$ cat config.mk
export PLATFORM = sky130hd
export DESIGN_NAME = ack_frame_checker_core
export DESIGN_NICKNAME = d
export VERILOG_FILES = /design/src/rtl/afc_pkg.sv /design/src/rtl/ack_frame_checker_core.sv
export SDC_FILE = /design/constraint.sdc
export NUM_CORES = 1
export LEC_CHECK = 0
export BUFFER_PORTS_ARGS = -buffer_cell sky130_fd_sc_hd__buf_2
export CORE_ASPECT_RATIO = 1.4
export CORE_MARGIN = 5
export CORE_UTILIZATION = 65
export CTS_BUF_LIST = sky130_fd_sc_hd__clkbuf_16
export DETAILED_ROUTE_END_ITERATION = 16
export PLACE_DENSITY = 0.85
export SLEW_MARGIN = 20
export SYNTH_ARGS = -nofsm -noshare
export SYNTH_HDL_FRONTEND = slang
export SYNTH_SLANG_ARGS = --single-unit
export TNS_END_PERCENT = 10
$ cat constraint.sdc
create_clock -name clk_i -period 11 [get_ports clk_i]
set_clock_uncertainty 0.1 [all_clocks]
set_input_delay 2.2 -clock clk_i [delete_from_list [all_inputs] [get_ports clk_i]]
set_output_delay 2.2 -clock clk_i [all_outputs]
set_load 0.05 [all_outputs]
$ cat src/rtl/afc_pkg.sv
// Shared types and constants of the acknowledgement frame checker.
package afc_pkg;

  // Fixed frame layout.
  localparam int unsigned HEAD_TAIL_COUNT = 3;
  localparam int unsigned CFG_COUNT       = 5;
  localparam int unsigned SHORT_REPLY_LEN = 1;

  // Configuration register indexes.
  localparam int unsigned CFG_IDX_W = 3;
  localparam logic [CFG_IDX_W-1:0] REG_HEAD_BYTE     = 3'd0;
  localparam logic [CFG_IDX_W-1:0] REG_TAIL_BYTE     = 3'd1;
  localparam logic [CFG_IDX_W-1:0] REG_REPLY_ORDER   = 3'd2;
  localparam logic [CFG_IDX_W-1:0] REG_ACK_CODE      = 3'd3;
  localparam logic [CFG_IDX_W-1:0] REG_CONFIG_MARKER = 3'd4;

  // Configuration register reset values.
  localparam logic [7:0] HEAD_BYTE_RESET     = 8'hAA;
  localparam logic [7:0] TAIL_BYTE_RESET     = 8'h55;
  localparam logic [7:0] REPLY_ORDER_RESET   = 8'h00;
  localparam logic [7:0] ACK_CODE_RESET      = 8'h00;
  localparam logic [7:0] CONFIG_MARKER_RESET = 8'h03;

  // Result status codes.
  typedef enum logic [1:0] {
    STATUS_REJECTED  = 2'd0,
    STATUS_ACK       = 2'd1,
    STATUS_NO_CONFIG = 2'd2,
    STATUS_CONFIG    = 2'd3
  } afc_status_e;

  // Parser phase.
  typedef enum logic [2:0] {
    PH_HEAD  = 3'd0,
    PH_SEQ   = 3'd1,
    PH_ORDER = 3'd2,
    PH_LEN   = 3'd3,
    PH_PAY   = 3'd4,
    PH_CHECK = 3'd5,
    PH_TAIL  = 3'd6,
    PH_DONE  = 3'd7
  } afc_phase_e;

endpackage

$ cat src/rtl/ack_frame_checker_core.sv
// Byte-wise parser and judge of acknowledgement reply frames.
// A result appears on the master side in the cycle after the beat marked last.
// Throughput: one byte per cycle while no result waits untaken; the parser state
// updates in the accepting cycle and a single output register holds the result.
// Reset: asynchronous, active low; clears parser, expected sequence, output valid
// and restores the configuration registers to their defaults.
module ack_frame_checker_core #(
  parameter int unsigned CONFIG_REPLY_LEN = 6
) (
  input  logic                          clk_i,
  input  logic                          rst_ni,
  // Input stream.
  input  logic                          s_axis_tvalid,
  output logic                          s_axis_tready,
  input  logic [7:0]                    s_axis_tdata,   // [7:0] rx_byte
  input  logic                          s_axis_tlast,   // last_byte
  // Result stream.
  output logic                          m_axis_tvalid,
  input  logic                          m_axis_tready,
  output logic [55:0]                   m_axis_tdata,   // cfg_byte0..4, next_sequence
  output logic [1:0]                    m_axis_tuser,   // [1:0] status
  // Configuration write channel.
  input  logic                          cfg_valid_i,
  output logic                          cfg_ready_o,
  input  logic [afc_pkg::CFG_IDX_W-1:0] cfg_index_i,
  input  logic [7:0]                    cfg_data_i
);
  import afc_pkg::*;

  // Number of config bytes a config reply can actually carry.
  localparam int unsigned CfgKeep =
      (CONFIG_REPLY_LEN - 1 < CFG_COUNT) ? CONFIG_REPLY_LEN - 1 : CFG_COUNT;

  // Configuration registers.
  logic [7:0] head_byte_q, tail_byte_q, reply_order_q, ack_code_q, config_marker_q;

  // Parser state.
  afc_phase_e  phase_q, phase_d;
  logic [15:0] byte_index_q, byte_index_d;
  logic [15:0] payload_len_q, payload_len_d;
  logic [7:0]  running_sum_q, running_sum_d;
  logic [15:0] rx_seq_q, rx_seq_d;
  logic [7:0]  rx_order_q, rx_order_d;
  logic [7:0]  first_pay_q, first_pay_d;
  logic [7:0]  rx_check_q, rx_check_d;
  logic        frame_bad_q, frame_bad_d;
  logic [7:0]  cfg_store_q [CfgKeep];
  logic [7:0]  cfg_store_d [CfgKeep];
  logic [15:0] exp_seq_q, exp_seq_d;

  // Output register.
  logic        out_valid_q;
  logic [55:0] out_data_q, out_data_d;
  logic [1:0]  out_user_q;
  afc_status_e status_d;

  logic        in_beat;
  logic        frame_ok;
  logic [7:0]  cfg_out [CFG_COUNT];

  assign s_axis_tready = !out_valid_q || m_axis_tready;
  assign in_beat       = s_axis_tvalid && s_axis_tready;
  assign cfg_ready_o   = 1'b1;

  // Configuration writes; unknown indexes are ignored.
  always_ff @(posedge clk_i or negedge rst_ni) begin
    if (!rst_ni) begin
      head_byte_q     <= HEAD_BYTE_RESET;
      tail_byte_q     <= TAIL_BYTE_RESET;
      reply_order_q   <= REPLY_ORDER_RESET;
      ack_code_q      <= ACK_CODE_RESET;
      config_marker_q <= CONFIG_MARKER_RESET;
    end else if (cfg_valid_i) begin
      unique case (cfg_index_i)
        REG_HEAD_BYTE:     head_byte_q     <= cfg_data_i;
        REG_TAIL_BYTE:     tail_byte_q     <= cfg_data_i;
        REG_REPLY_ORDER:   reply_order_q   <= cfg_data_i;
        REG_ACK_CODE:      ack_code_q      <= cfg_data_i;
        REG_CONFIG_MARKER: config_marker_q <= cfg_data_i;
        default: ;
      endcase
    end
  end

  // Parser step for one byte, followed by the judgment on the last byte.
  always_comb begin
    phase_d       = phase_q;
    byte_index_d  = byte_index_q;
    payload_len_d = payload_len_q;
    running_sum_d = running_sum_q;
    rx_seq_d      = rx_seq_q;
    rx_order_d    = rx_order_q;
    first_pay_d   = first_pay_q;
    rx_check_d    = rx_check_q;
    frame_bad_d   = frame_bad_q;
    cfg_store_d   = cfg_store_q;
    exp_seq_d     = exp_seq_q;
    status_d      = STATUS_REJECTED;

    unique case (phase_q)
      PH_HEAD: begin
        if (s_axis_tdata != head_byte_q) frame_bad_d = 1'b1;
        if (byte_index_q == 16'(HEAD_TAIL_COUNT - 1)) begin
          phase_d      = PH_SEQ;
          byte_index_d = '0;
        end else begin
          byte_index_d = byte_index_q + 16'd1;
        end
      end
      PH_SEQ: begin
        running_sum_d = running_sum_q + s_axis_tdata;
        if (byte_index_q == '0) begin
          rx_seq_d     = {8'h00, s_axis_tdata};
          byte_index_d = 16'd1;
        end else begin
          rx_seq_d     = {s_axis_tdata, rx_seq_q[7:0]};
          phase_d      = PH_ORDER;
          byte_index_d = '0;
        end
      end
      PH_ORDER: begin
        running_sum_d = running_sum_q + s_axis_tdata;
        rx_order_d    = s_axis_tdata;
        phase_d       = PH_LEN;
      end
      PH_LEN: begin
        running_sum_d = running_sum_q + s_axis_tdata;
        if (byte_index_q == '0) begin
          payload_len_d = {8'h00, s_axis_tdata};
          byte_index_d  = 16'd1;
        end else begin
          payload_len_d = {s_axis_tdata, payload_len_q[7:0]};
          for (int k = 0; k < CfgKeep; k++) cfg_store_d[k] = 8'h00;
          phase_d       = (payload_len_d != '0) ? PH_PAY : PH_CHECK;
          byte_index_d  = '0;
        end
      end
      PH_PAY: begin
        running_sum_d = running_sum_q + s_axis_tdata;
        if (byte_index_q == '0) first_pay_d = s_axis_tdata;
        // Payload bytes one onward fill the config store.
        for (int k = 0; k < CfgKeep; k++) begin
          if (byte_index_q == 16'(k + 1)) cfg_store_d[k] = s_axis_tdata;
        end
        byte_index_d = byte_index_q + 16'd1;
        if (byte_index_d == payload_len_q) begin
          phase_d      = PH_CHECK;
          byte_index_d = '0;
        end
      end
      PH_CHECK: begin
        rx_check_d   = s_axis_tdata;
        phase_d      = PH_TAIL;
        byte_index_d = '0;
      end
      PH_TAIL: begin
        if (s_axis_tdata != tail_byte_q) frame_bad_d = 1'b1;
        if (byte_index_q == 16'(HEAD_TAIL_COUNT - 1)) begin
          phase_d      = PH_DONE;
          byte_index_d = '0;
        end else begin
          byte_index_d = byte_index_q + 16'd1;
        end
      end
      PH_DONE: begin
        // Anything after the third tail byte spoils the frame.
        frame_bad_d = 1'b1;
      end
      default: frame_bad_d = 1'b1;
    endcase

    frame_ok = (phase_d == PH_DONE) && !frame_bad_d && (rx_seq_d == exp_seq_q) &&
               (rx_order_d == reply_order_q) && (rx_check_d == running_sum_d);

    if (frame_ok && payload_len_d == 16'(SHORT_REPLY_LEN)) begin
      if (first_pay_d == ack_code_q) begin
        status_d  = STATUS_ACK;
        exp_seq_d = exp_seq_q + 16'd1;
      end
    end else if (frame_ok && payload_len_d == 16'(CONFIG_REPLY_LEN)) begin
      status_d  = (first_pay_d == config_marker_q) ? STATUS_CONFIG : STATUS_NO_CONFIG;
      exp_seq_d = exp_seq_q + 16'd1;
    end

    // The last byte returns the parser to the head field.
    if (s_axis_tlast) begin
      phase_d       = PH_HEAD;
      byte_index_d  = '0;
      payload_len_d = '0;
      running_sum_d = '0;
      rx_seq_d      = '0;
      rx_order_d    = '0;
      first_pay_d   = '0;
      rx_check_d    = '0;
      frame_bad_d   = 1'b0;
    end else begin
      exp_seq_d     = exp_seq_q;
    end
  end

  // Config bytes beyond what the reply length carries read as zero.
  for (genvar g = 0; g < CFG_COUNT; g++) begin : g_cfg_out
    if (g < CfgKeep) begin : g_kept
      assign cfg_out[g] = (status_d == STATUS_CONFIG) ? cfg_store_d[g] : 8'h00;
    end else begin : g_zero
      assign cfg_out[g] = 8'h00;
    end
  end

  assign out_data_d = {exp_seq_d, cfg_out[4], cfg_out[3], cfg_out[2], cfg_out[1], cfg_out[0]};

  // Parser and sequence state.
  always_ff @(posedge clk_i or negedge rst_ni) begin
    if (!rst_ni) begin
      phase_q       <= PH_HEAD;
      byte_index_q  <= '0;
      payload_len_q <= '0;
      running_sum_q <= '0;
      rx_seq_q      <= '0;
      rx_order_q    <= '0;
      first_pay_q   <= '0;
      rx_check_q    <= '0;
      frame_bad_q   <= 1'b0;
      exp_seq_q     <= '0;
    end else if (in_beat) begin
      phase_q       <= phase_d;
      byte_index_q  <= byte_index_d;
      payload_len_q <= payload_len_d;
      running_sum_q <= running_sum_d;
      rx_seq_q      <= rx_seq_d;
      rx_order_q    <= rx_order_d;
      first_pay_q   <= first_pay_d;
      rx_check_q    <= rx_check_d;
      frame_bad_q   <= frame_bad_d;
      exp_seq_q     <= exp_seq_d;
    end
  end

  // Config store holds payload only; it is cleared whenever a length field completes.
  always_ff @(posedge clk_i) begin
    if (in_beat) cfg_store_q <= cfg_store_d;
  end

  // Output register valid.
  always_ff @(posedge clk_i or negedge rst_ni) begin
    if (!rst_ni) begin
      out_valid_q <= 1'b0;
    end else if (in_beat && s_axis_tlast) begin
      out_valid_q <= 1'b1;
    end else if (m_axis_tready) begin
      out_valid_q <= 1'b0;
    end
  end

  // Output register payload.
  always_ff @(posedge clk_i) begin
    if (in_beat && s_axis_tlast) begin
      out_data_q <= out_data_d;
      out_user_q <= status_d;
    end
  end

  assign m_axis_tvalid = out_valid_q;
  assign m_axis_tdata  = out_data_q;
  assign m_axis_tuser  = out_user_q;

endmodule

==> key figures, run 1 <==
Synth
  – Post-synth top area cell: dfrtp_1
  – Yosys top cell area share: 24.8%
  – Mapped cell area: 13200 µm²
  – Post-synth top flop: dfrtp_1
  – Synth top area cells: dfrtp_1, edfxtp_1, nand2_1
  – Yosys warning count: 0
  – Commonest cells in the netlist: nand2_1, dfrtp_1, edfxtp_1
  – Yosys reg bits: 239
  – EDFF count, synth: 98
  – Ys async rst share: 59.0%
  – Library cells used by synthesis: 87
  – Mapped Nets: 1323
  – Post-Synthesis Cells: 1285
  – Top-count cell post-synth: nand2_1
  – Post-synthesis average cell area: 10.3 µm²
  – Seq/Total Area, Yosys: 49.0%

Critical path
  – Reg2reg start: byte_index_q[0]
  – Critical path required time: 11.17 ns
  – CP endpoint kind: flip-flop
  – Worst setup path start: s_axis_tdata[2]
  – Startpoint types: primary input
  – Worst setup path class: in -> reg
  – Crit-path max FO: 30
  – Critical Path AT: 6.15 ns

Worst hold path
  – Hold WC Path Type: reg -> reg
  – Min-delay src: rx_check_q[0]

Timing
  – Slew HR: 27.4%
  – Slew Limit Fails: 0
  – Clock period minus worst slack: 5.98 ns
  – RSZ-0062 raised after global routing: false
  – Hold Slack: 0.386 ns
  – Fmax: 167 MHz
  – Post-route clock period utilization: 54.4%
  – Hold Vio Cnt, Final: 0
  – Worst slew pin tran: 1.08 ns
  – Setup TNS: 0 ns
  – # setup viols final: 0

Drt
  – Via density: 6.59
  – Via count: 10500
  – DRT antenna net count: 0
  – DR WL/cell: 21.5 µm
  – Drt first-iter violations: 1166
  – DR pass1 iterations: 6
  – Number of remaining DRC errors: 0
  – Final wirelength: 34200 µm

Global routing
  – Number of global-route vias before repair: 10500
  – GRT overflow: 0
  – Initial antenna violation count: 0
  – Largest net degree at the start of global routing: 74
  – Gr usage total: 29.7%
  – First-pass GRT wire length: 54900 µm

Power and ir drop
  – Pwr Density: 180 nW/µm²
  – Worst IR Drop VDD: 0.000151 V
  – Leak: 6.02 nW

Finish
  – Ratio of cells with drive above 1 in the final layout: 18.4%
  – Final Instance Area: 14400 µm²
  – Non-Filler Instances: 1588
  – Nets@finish: 1355
  – Layout area overhead: 8.79%

CTS
  – Setup Buffers After CTS: 0
  – Clk Latency, worst-skew pair: 0.52 ns
  – Root Driver: clkbuf_16
  – Hold_buf cts: 0
  – CTS sink count: 239
  – Clk pin slew, worst setup/hold paths: 0.06 ns
  – Post-CTS resize count: 0
  – H-tree levels: 1
  – Total CTS buffers: 24
  – CTS tree: done
  – CTS max path bufs: 3

Placement
  – Hpwl dp: 23000 µm
  – Cell Count Post-Placement: 1543
  – Gpl congestion: 0.946
  – Post-DP Area: 13600 µm²
  – # port buffers: 84

Floorplanning
  – Ports: 86
  – DIE WIDTH: 131 µm
  – Row cnt: 61
  – Die area: 23400 µm²
  – Chip Height: 179 µm
  – Floorplan core area: 20000 µm²
  – Initial core utilization: 66.2%

Outcome
  – Status: finished, final reports clean

Run
  – # Max-Cap Violations: 0
[state kept, by name, summed over array words and instances, names as in the netlist, 3 cells and up]
name             flops
tail_byte_q          8
config_marker_q      8
ack_code_q           8
cfg_store_q         40
rx_order_q           8
rx_check_q           8
byte_index_q        16
exp_seq_q           16
running_sum_q        8
reply_order_q        8
m_axis_tdata        56
phase_q              3
first_pay_q          8
payload_len_q       16
head_byte_q          8
rx_seq_q            16
[power breakdown]
group | leakage, nW | switching [W] | internal (W)
clock | 0.386 | 0.000346 | 0.000459
sequential | 2.79 | 0.0000863 | 0.00102
combinational | 2.85 | 0.000436 | 0.000239
[routing by layer]
| layer | vias up | global-route usage (%) | share of wire (%) |
|---|---|---|---|
| met2 | 541 | 51.3 | 50 |
| met1 | 5056 | 36.2 | 37 |
| met5 | - | 0 | 0 |
| met4 | 0 | 14.9 | 5.4 |
| met3 | 159 | 4.17 | 7.3 |
| li1 | 4716 | - | - |
[critical path, cell delays in order]
cell and delay (ns):
buf_2 0.43, ha_1 0.38, o21a_1 0.20, a21o_1 0.21
a2111oi_0 0.45, nor3_1 0.16, xnor2_1 0.24, a21boi_0 0.27
or2_2 0.66, or4_1 0.60, mux2_1 0.35
[stage by stage]
| step | worst slack [ns] | util (%) | total power, W |
|---|---|---|---|
| CTS | 5.08 | 72.0 | 0.00258 |
| global placement | 4.65 | 68.2 | 0.00176 |
| finish | 5.02 | 72.0 | 0.00259 |
| global route | 4.89 | 72.0 | 0.00270 |
| floorplan | 5.02 | - | 0.00161 |
| detailed placement | 4.55 | 68.2 | 0.00178 |
[kinds of logic after synthesis]
family          count (synthesis)  share of synthesized area, %
other cells                     1                        0.0283
mux                            57                          4.66
flops                         239                          49.0
xor+xnor                      107                          7.18
simple gates                  487                          20.5
buf+inv                       122                          4.38
compound gates                259                          13.0
fa+ha+maj                      13                          1.29
[cell type report]
type / count / area, µm²
well taps: 252 / 315
inverters: 33 / 124
clock buffers: 25 / 626
repair buffers: 95 / 509
clock inverters: 19 / 145
flip-flops and latches: 239 / 6480
fillers: 1432 / 5590
diodes: 1 / 2.50
multi-input cells: 924 / 6200
[worst paths after layout]
| path | endpoint | slack (ns) | cells after the start |
|---|---|---|---|
| worst max-delay path | m_axis_tdata[41] | 5.02 | 11 |
| worst min-delay path | rx_check_q[0] | 0.39 | 2 |
| worst max register to register | m_axis_tdata[34] | 6.20 | 11 |
| worst min register to register | rx_check_q[0] | 0.39 | 2 |
| max in group asynchronous | exp_seq_q[3] | 7.86 | 2 |
| min in group asynchronous | frame_bad_q | 1.59 | 1 |
[cell usage in the layout (no fill, tap or decap), types with 5 or more instances in the layout]
cell type	count
nor2b_4	10
nor3_1	30
edfxtp_1	98
nor4_2	8
o21ai_0	94
mux2i_1	20
clkinv_1	5
dfstp_2	10
nor4_1	39
nor2b_2	25
o21a_1	6
xnor2_1	43
a32o_1	8
nor2b_1	10
xor2_1	63
nand3_1	13
inv_1	34
dfrtp_1	131
o21ai_1	8
nand2_1	191
and3_1	25
buf_2	83
mux2_2	36
a22o_1	27
a21oi_1	34
ha_1	12
a22oi_1	7
a221oi_1	6
a31oi_1	17
nand4_1	19
a211oi_1	9
or3_1	8
nor2_1	48
buf_4	11
clkbuf_16	25
nand2b_1	14
No activity file was read; power rests on OpenSTA's default activity.
==> run 2, diff against run 1 <==
- CORE_UTILIZATION: 65 -> 55
- PLACE_DENSITY: 0.85 -> 0.76
- clock period: 11 -> 5.5 ns (I/O delays scaled with it)
==> run 2 against run 1 <==
  * First-iteration DRC count shrank 5.0%
  * Worst setup slack lost 4.3 ns
  * Combinational power is 110% higher
  * Design area up 0.91%
  * Final cell count is 4.3% higher
  * Critical path type is now reg -> reg
  * Critical endpoint is now m_axis_tdata[37]
  * Highest routed layer unchanged
==> key figures, run 2 (synthesized netlist as in run 1, its figures left out) <==
CTS
  – Root Driver: clkbuf_16 (unchanged)
  – Clk pin slew, worst setup/hold paths: 0.07 ns (was 0.06 ns)
  – Total CTS buffers: 24 (unchanged)
  – CTS tree: done (unchanged)
  – Post-CTS resize count: 0 (unchanged)
  – Hold_buf cts: 0 (unchanged)
  – Setup Buffers After CTS: 0 (unchanged)
  – CTS max path bufs: 3 (unchanged)
  – CTS sink count: 239 (unchanged)
  – H-tree levels: 1 (unchanged)
  – Clk Latency, worst-skew pair: 0.53 ns (was 0.52 ns)

Floorplanning
  – Ports: 86 (unchanged)
  – Floorplan core area: 23800 µm² (was 20000 µm²)
  – Chip Height: 194 µm (was 179 µm)
  – Die area: 27300 µm² (was 23400 µm²)
  – Row cnt: 67 (was 61)
  – DIE WIDTH: 141 µm (was 131 µm)
  – Initial core utilization: 55.6% (was 66.2%)

Timing
  – Slew Limit Fails: 0 (unchanged)
  – Clock period minus worst slack: 4.82 ns
  – Slew HR: 30.9% (was 27.4%)
  – Hold Slack: 0.383 ns (was 0.386 ns)
  – Fmax: 207 MHz
  – # setup viols final: 0 (unchanged)
  – Post-route clock period utilization: 87.7%
  – RSZ-0062 raised after global routing: false (unchanged)
  – Setup TNS: 0 ns (unchanged)
  – Worst slew pin tran: 1.03 ns (was 1.08 ns)
  – Hold Vio Cnt, Final: 0 (unchanged)

Power and ir drop
  – Worst IR Drop VDD: 0.000303 V (was 0.000151 V)
  – Pwr Density: 357 nW/µm² (was 180 nW/µm²)
  – Leak: 6.07 nW (was 6.02 nW)

Critical path
  – Worst path max stage delay: 0.86 ns (was 0.66 ns)
  – CP endpoint kind: flip-flop (unchanged)
  – Worst setup path start: phase_q[1] (was s_axis_tdata[2])
  – Crit-path cells: or3b_1 -> a41oi_2 -> a22oi_1 -> xnor2_1 -> nor4_1 -> nand4_1 -> or3_1 -> or4b_4 -> nor2b_1 (was buf_2 -> ha_1 -> o21a_1 -> a21o_1 -> a2111oi_0 -> nor3_1 -> xnor2_1 -> a21boi_0 -> or2_2 -> or4_1 -> mux2_1)
  – Startpoint types: flip-flop (was primary input)
  – Reg2reg start: phase_q[1] (was byte_index_q[0])
  – Worst setup path class: reg -> reg (was in -> reg)
  – Crit-path max FO: 40 (was 30)
  – Critical path required time: 5.78 ns (was 11.17 ns)
  – Slowest cell on the critical path: or4b_4 (was or2_2)
  – Critical Path AT: 5.10 ns (was 6.15 ns)

Outcome
  – Status: finished, final reports clean (unchanged)

Global routing
  – GRT overflow: 0 (unchanged)
  – Gr usage total: 24.9% (was 29.7%)
  – First-pass GRT wire length: 55300 µm (was 54900 µm)
  – Number of global-route vias before repair: 10200 (was 10500)
  – Largest net degree at the start of global routing: 100 (was 74)
  – Initial antenna violation count: 0 (unchanged)

Drt
  – Via density: 6.20 (was 6.59)
  – WL met3: 2160 µm (was 2490 µm)
  – DR WL/cell: 20.7 µm (was 21.5 µm)
  – Via count: 10300 (was 10500)
  – Top Metal Used: met4 (unchanged)
  – Metal-1 WL: 13200 µm (was 12600 µm)
  – DR pass1 iterations: 6 (unchanged)
  – Drt first-iter violations: 1108 (was 1166)
  – Final wirelength: 34300 µm (was 34200 µm)
  – Number of remaining DRC errors: 0 (unchanged)
  – Routed wl met2: 17500 µm (was 17200 µm)
  – DRT antenna net count: 0 (unchanged)

Finish
  – ANT cells: 0 (was 1)
  – Fillers: 1988 (was 1432)
  – Register Area: 6480 µm² (unchanged)
  – Commonest non-fill, non-tap cell in the layout: nand2_1 (unchanged)
  – Ratio of cells with drive above 1 in the final layout: 19.2% (was 18.4%)
  – Max reg flops: 56 (unchanged)
  – Nets@finish: 1367 (was 1355)
  – Most frequent cells in the layout: nand2_1, dfrtp_1, edfxtp_1 (unchanged)
  – Layout area overhead: 9.78% (was 8.79%)
  – Final Instance Area: 14500 µm² (was 14400 µm²)
  – Area of the multi-input gates: 6190 µm² (was 6200 µm²)

Worst hold path
  – Hold WC Path Type: reg -> reg (unchanged)
  – Min-delay src: rx_check_q[6] (was rx_check_q[0])

Placement
  – Hpwl dp: 23400 µm (was 23000 µm)
  – Gpl congestion: 0.933 (was 0.946)
  – Post-DP Area: 13800 µm² (was 13600 µm²)
  – # port buffers: 84 (unchanged)

Run
  – # Max-Cap Violations: 0 (unchanged)
-- run 2: layout make-up --
| cell class | instances | share of cell area (%) |
|---|---|---|
| clock inverters | 19 | 0.844 |
| inverters | 33 | 0.852 |
| multi-input cells | 924 | 42.6 |
| flip-flops and latches | 239 | 44.6 |
| repair buffers | 107 | 4.12 |
| well taps | 310 | 2.67 |
| clock buffers | 25 | 4.30 |
-- run 2: worst paths after layout --
path | slack [ns] | cells after the start | endpoint
setup / recovery | 0.68 | 9 | m_axis_tdata[37]
hold / removal | 0.38 | 2 | rx_check_q[6]
setup reg to reg | 0.68 | 9 | m_axis_tdata[37]
hold reg to reg | 0.38 | 2 | rx_check_q[6]
max in group asynchronous | 3.50 | 2 | rx_order_q[6]
min in group asynchronous | 0.56 | 1 | byte_index_q[2]
-- run 2: where the power goes --
| part | switching, W | internal (W) |
|---|---|---|
| combinational | 0.000908 | 0.000513 |
| sequential | 0.000152 | 0.00204 |
| clock | 0.000706 | 0.000873 |
| total | 0.00177 | 0.00343 |
-- run 2: critical path, delay by kind of cell (launching register included) --
family / cells / cell delay [ns]
AOI/OAI and AO/OA: 2 / 0.69
and+or+nand+nor: 6 / 3.00
xor gates and xnor gates: 1 / 0.18
DFF: 1 / 0.64
-- run 2: per-stage QoR --
stage | cells | total power [W] | setup slack (ns) | utilization, %
final | 1657 | 0.00519 | 0.678 | 61.0
after global routing | 1657 | 0.00540 | 0.542 | 61.0
after CTS | 1657 | 0.00518 | 0.864 | 61.0
after detailed placement | 1613 | 0.00360 | 0.675 | 57.9
after global placement | 1613 | 0.00357 | 0.738 | 57.9
after floorplan | 1285 | 0.00322 | 0.621 | -
-- run 2: per-layer routing --
metal,vias up,track usage [%]
met5,-,0
met4,0,10.4
met3,102,3.28
met2,418,42.5
met1,5015,31.8
li1,4745,-
==> run 3, diff against run 2 <==
- CTS_CLUSTER_DIAMETER: default -> 50
- MAX_ROUTING_LAYER: default -> met4
==> run 3 against run 2 <==
  * Sequential power about the same
  * Final cell count increased by 0.24%
  * Utilization increased by 0.38 points
  * Critical path depth unchanged
  * Clock power increased by 9%
  * Clock-buffer cell count increased by 2
  * Critical endpoint is now m_axis_tdata[15]
  * Wire length decreased by 0.49%
  * Global-route usage increased by 0.29 points
  * Fmax increased by 3.1%
  * Worst hold slack about the same
  * Die area unchanged
==> key figures, run 3 (synthesized netlist as in run 1, its figures left out) <==
CTS
  – H-tree levels: 1 (unchanged)
  – CTS sink count: 239 (unchanged)
  – Clk Latency, worst-skew pair: 0.54 ns (was 0.53 ns)
  – CTS max path bufs: 3 (unchanged)
  – Hold_buf cts: 0 (unchanged)
  – CTS tree: done (unchanged)
  – Root Driver: clkbuf_16 (unchanged)
  – Post-CTS resize count: 0 (unchanged)
  – Setup Buffers After CTS: 0 (unchanged)
  – Total CTS buffers: 26 (was 24)
  – Clk pin slew, worst setup/hold paths: 0.06 ns (was 0.07 ns)

Drt
  – Number of remaining DRC errors: 0 (unchanged)
  – Via density: 6.20 (about the same)
  – Drt first-iter violations: 758 (was 1108)
  – DR pass1 iterations: 5 (was 6)
  – Via count: 10300 (about the same)
  – Final wirelength: 34100 µm (was 34300 µm)
  – DRT antenna net count: 0 (unchanged)
  – DR WL/cell: 20.6 µm (was 20.7 µm)

Finish
  – Ratio of cells with drive above 1 in the final layout: 19.4% (was 19.2%)
  – Most frequent cells in the layout: nand2_1, dfrtp_1, edfxtp_1 (unchanged)
  – Nets@finish: 1369 (was 1367)
  – Layout area overhead: 10.5% (was 9.78%)
  – Commonest non-fill, non-tap cell in the layout: nand2_1 (unchanged)
  – ANT cells: 0 (unchanged)
  – Max reg flops: 56 (unchanged)

Critical path
  – Worst setup path class: reg -> reg (unchanged)
  – Startpoint types: flip-flop (unchanged)
  – Crit-path max FO: 40 (unchanged)
  – CP endpoint kind: flip-flop (unchanged)
  – Critical path required time: 5.79 ns (was 5.78 ns)
  – Critical Path AT: 4.96 ns (was 5.10 ns)

Run
  – # Max-Cap Violations: 0 (unchanged)

Floorplanning
  – Ports: 86 (unchanged)
  – Chip Height: 194 µm (unchanged)
  – Die area: 27300 µm² (unchanged)
  – Row cnt: 67 (unchanged)
  – DIE WIDTH: 141 µm (unchanged)
  – Initial core utilization: 55.6% (unchanged)
  – Floorplan core area: 23800 µm² (unchanged)

Timing
  – Setup TNS: 0 ns (unchanged)
  – # setup viols final: 0 (unchanged)
  – Hold Vio Cnt, Final: 0 (unchanged)
  – Post-route clock period utilization: 85.0% (was 87.7%)
  – Clock period minus worst slack: 4.68 ns (was 4.82 ns)
  – Worst slew pin tran: 1.03 ns (about the same)
  – RSZ-0062 raised after global routing: false (unchanged)
  – Slew Limit Fails: 0 (unchanged)
  – Fmax: 214 MHz (was 207 MHz)
  – Slew HR: 31.0% (was 30.9%)

Worst hold path
  – Hold WC Path Type: in -> async (was reg -> reg)

Power and ir drop
  – Overall Power: 0.00531 W (was 0.00519 W)
  – Worst IR Drop VDD: 0.000261 V (was 0.000303 V)
  – Pwr Density: 363 nW/µm² (was 357 nW/µm²)
  – Leak: 6.13 nW (was 6.07 nW)

Global routing
  – Number of global-route vias before repair: 10100 (was 10200)
  – Initial antenna violation count: 0 (unchanged)
  – First-pass GRT wire length: 54600 µm (was 55300 µm)
  – Gr usage total: 25.2% (was 24.9%)
  – Largest net degree at the start of global routing: 60 (was 100)
  – GRT overflow: 0 (unchanged)

Placement
  – Hpwl dp: 23600 µm (was 23400 µm)
  – Gpl congestion: 0.918 (was 0.933)
  – # port buffers: 84 (unchanged)

Outcome
  – Status: finished, final reports clean (unchanged)
==> run 3: metrics by stage <==
| stage | util, % | cell area, µm² | setup WS (ns) | hold WS [ns] | instances |
|---|---|---|---|---|---|
| floorplan | - | 13200 | 0.621 | 0.350 | 1285 |
| global placement | 57.9 | 13800 | 0.731 | 0.364 | 1613 |
| detailed placement | 57.9 | 13800 | 0.652 | 0.372 | 1613 |
| CTS | 61.4 | 14600 | 0.909 | 0.387 | 1661 |
| global route | 61.4 | 14600 | 0.676 | 0.395 | 1661 |
| finish | 61.4 | 14600 | 0.823 | 0.383 | 1661 |
==> run 3: layout make-up <==
| cell class | count | area [µm²] |
|---|---|---|
| inverters | 33 | 124 |
| repair buffers | 107 | 599 |
| clock inverters | 21 | 164 |
| well taps | 310 | 388 |
| clock buffers | 27 | 676 |
| multi-input cells | 924 | 6190 |
| fillers | 1982 | 9180 |
| flip-flops and latches | 239 | 6480 |
==> run 3: worst paths after layout <==
check | start | to | slack, ns | cells past startpoint
max | phase_q[0] | m_axis_tdata[15] | 0.82 | 9
min in group clk_i | rx_check_q[5] | rx_check_q[5] | 0.39 | 2
max in group asynchronous | rst_ni | rx_order_q[6] | 3.75 | 2
min reg2reg | rx_check_q[5] | rx_check_q[5] | 0.39 | 2
max reg2reg | phase_q[0] | m_axis_tdata[15] | 0.82 | 9
min | rst_ni | byte_index_q[6] | 0.38 | 1
==> run 3: worst max-delay path, stage by stage (launching register included) <==
cell	delay [ns]
dfrtp_1	0.71
or3b_1	0.70
a41oi_2	0.52
a22oi_1	0.15
xnor2_1	0.18
nor4_1	0.46
nand4_1	0.15
or3_1	0.42
or4b_4	0.86
nor2b_2	0.23
==> run 3: per-layer routing <==
layer | up-vias | global-route usage (%) | wire length, µm
met3 | 96 | 2.79 | 2210
met4 | 0 | 9.37 | 1290
met1 | 5052 | 31.5 | 13200
met2 | 407 | 42.3 | 17500
met5 | - | - | 0
li1 | 4740 | - | -
==> run 3: report_power, final <==
part           switching (W)  internal, W
combinational       0.000877     0.000508
clock               0.000727     0.000989
sequential          0.000168      0.00204
total                0.00177      0.00354
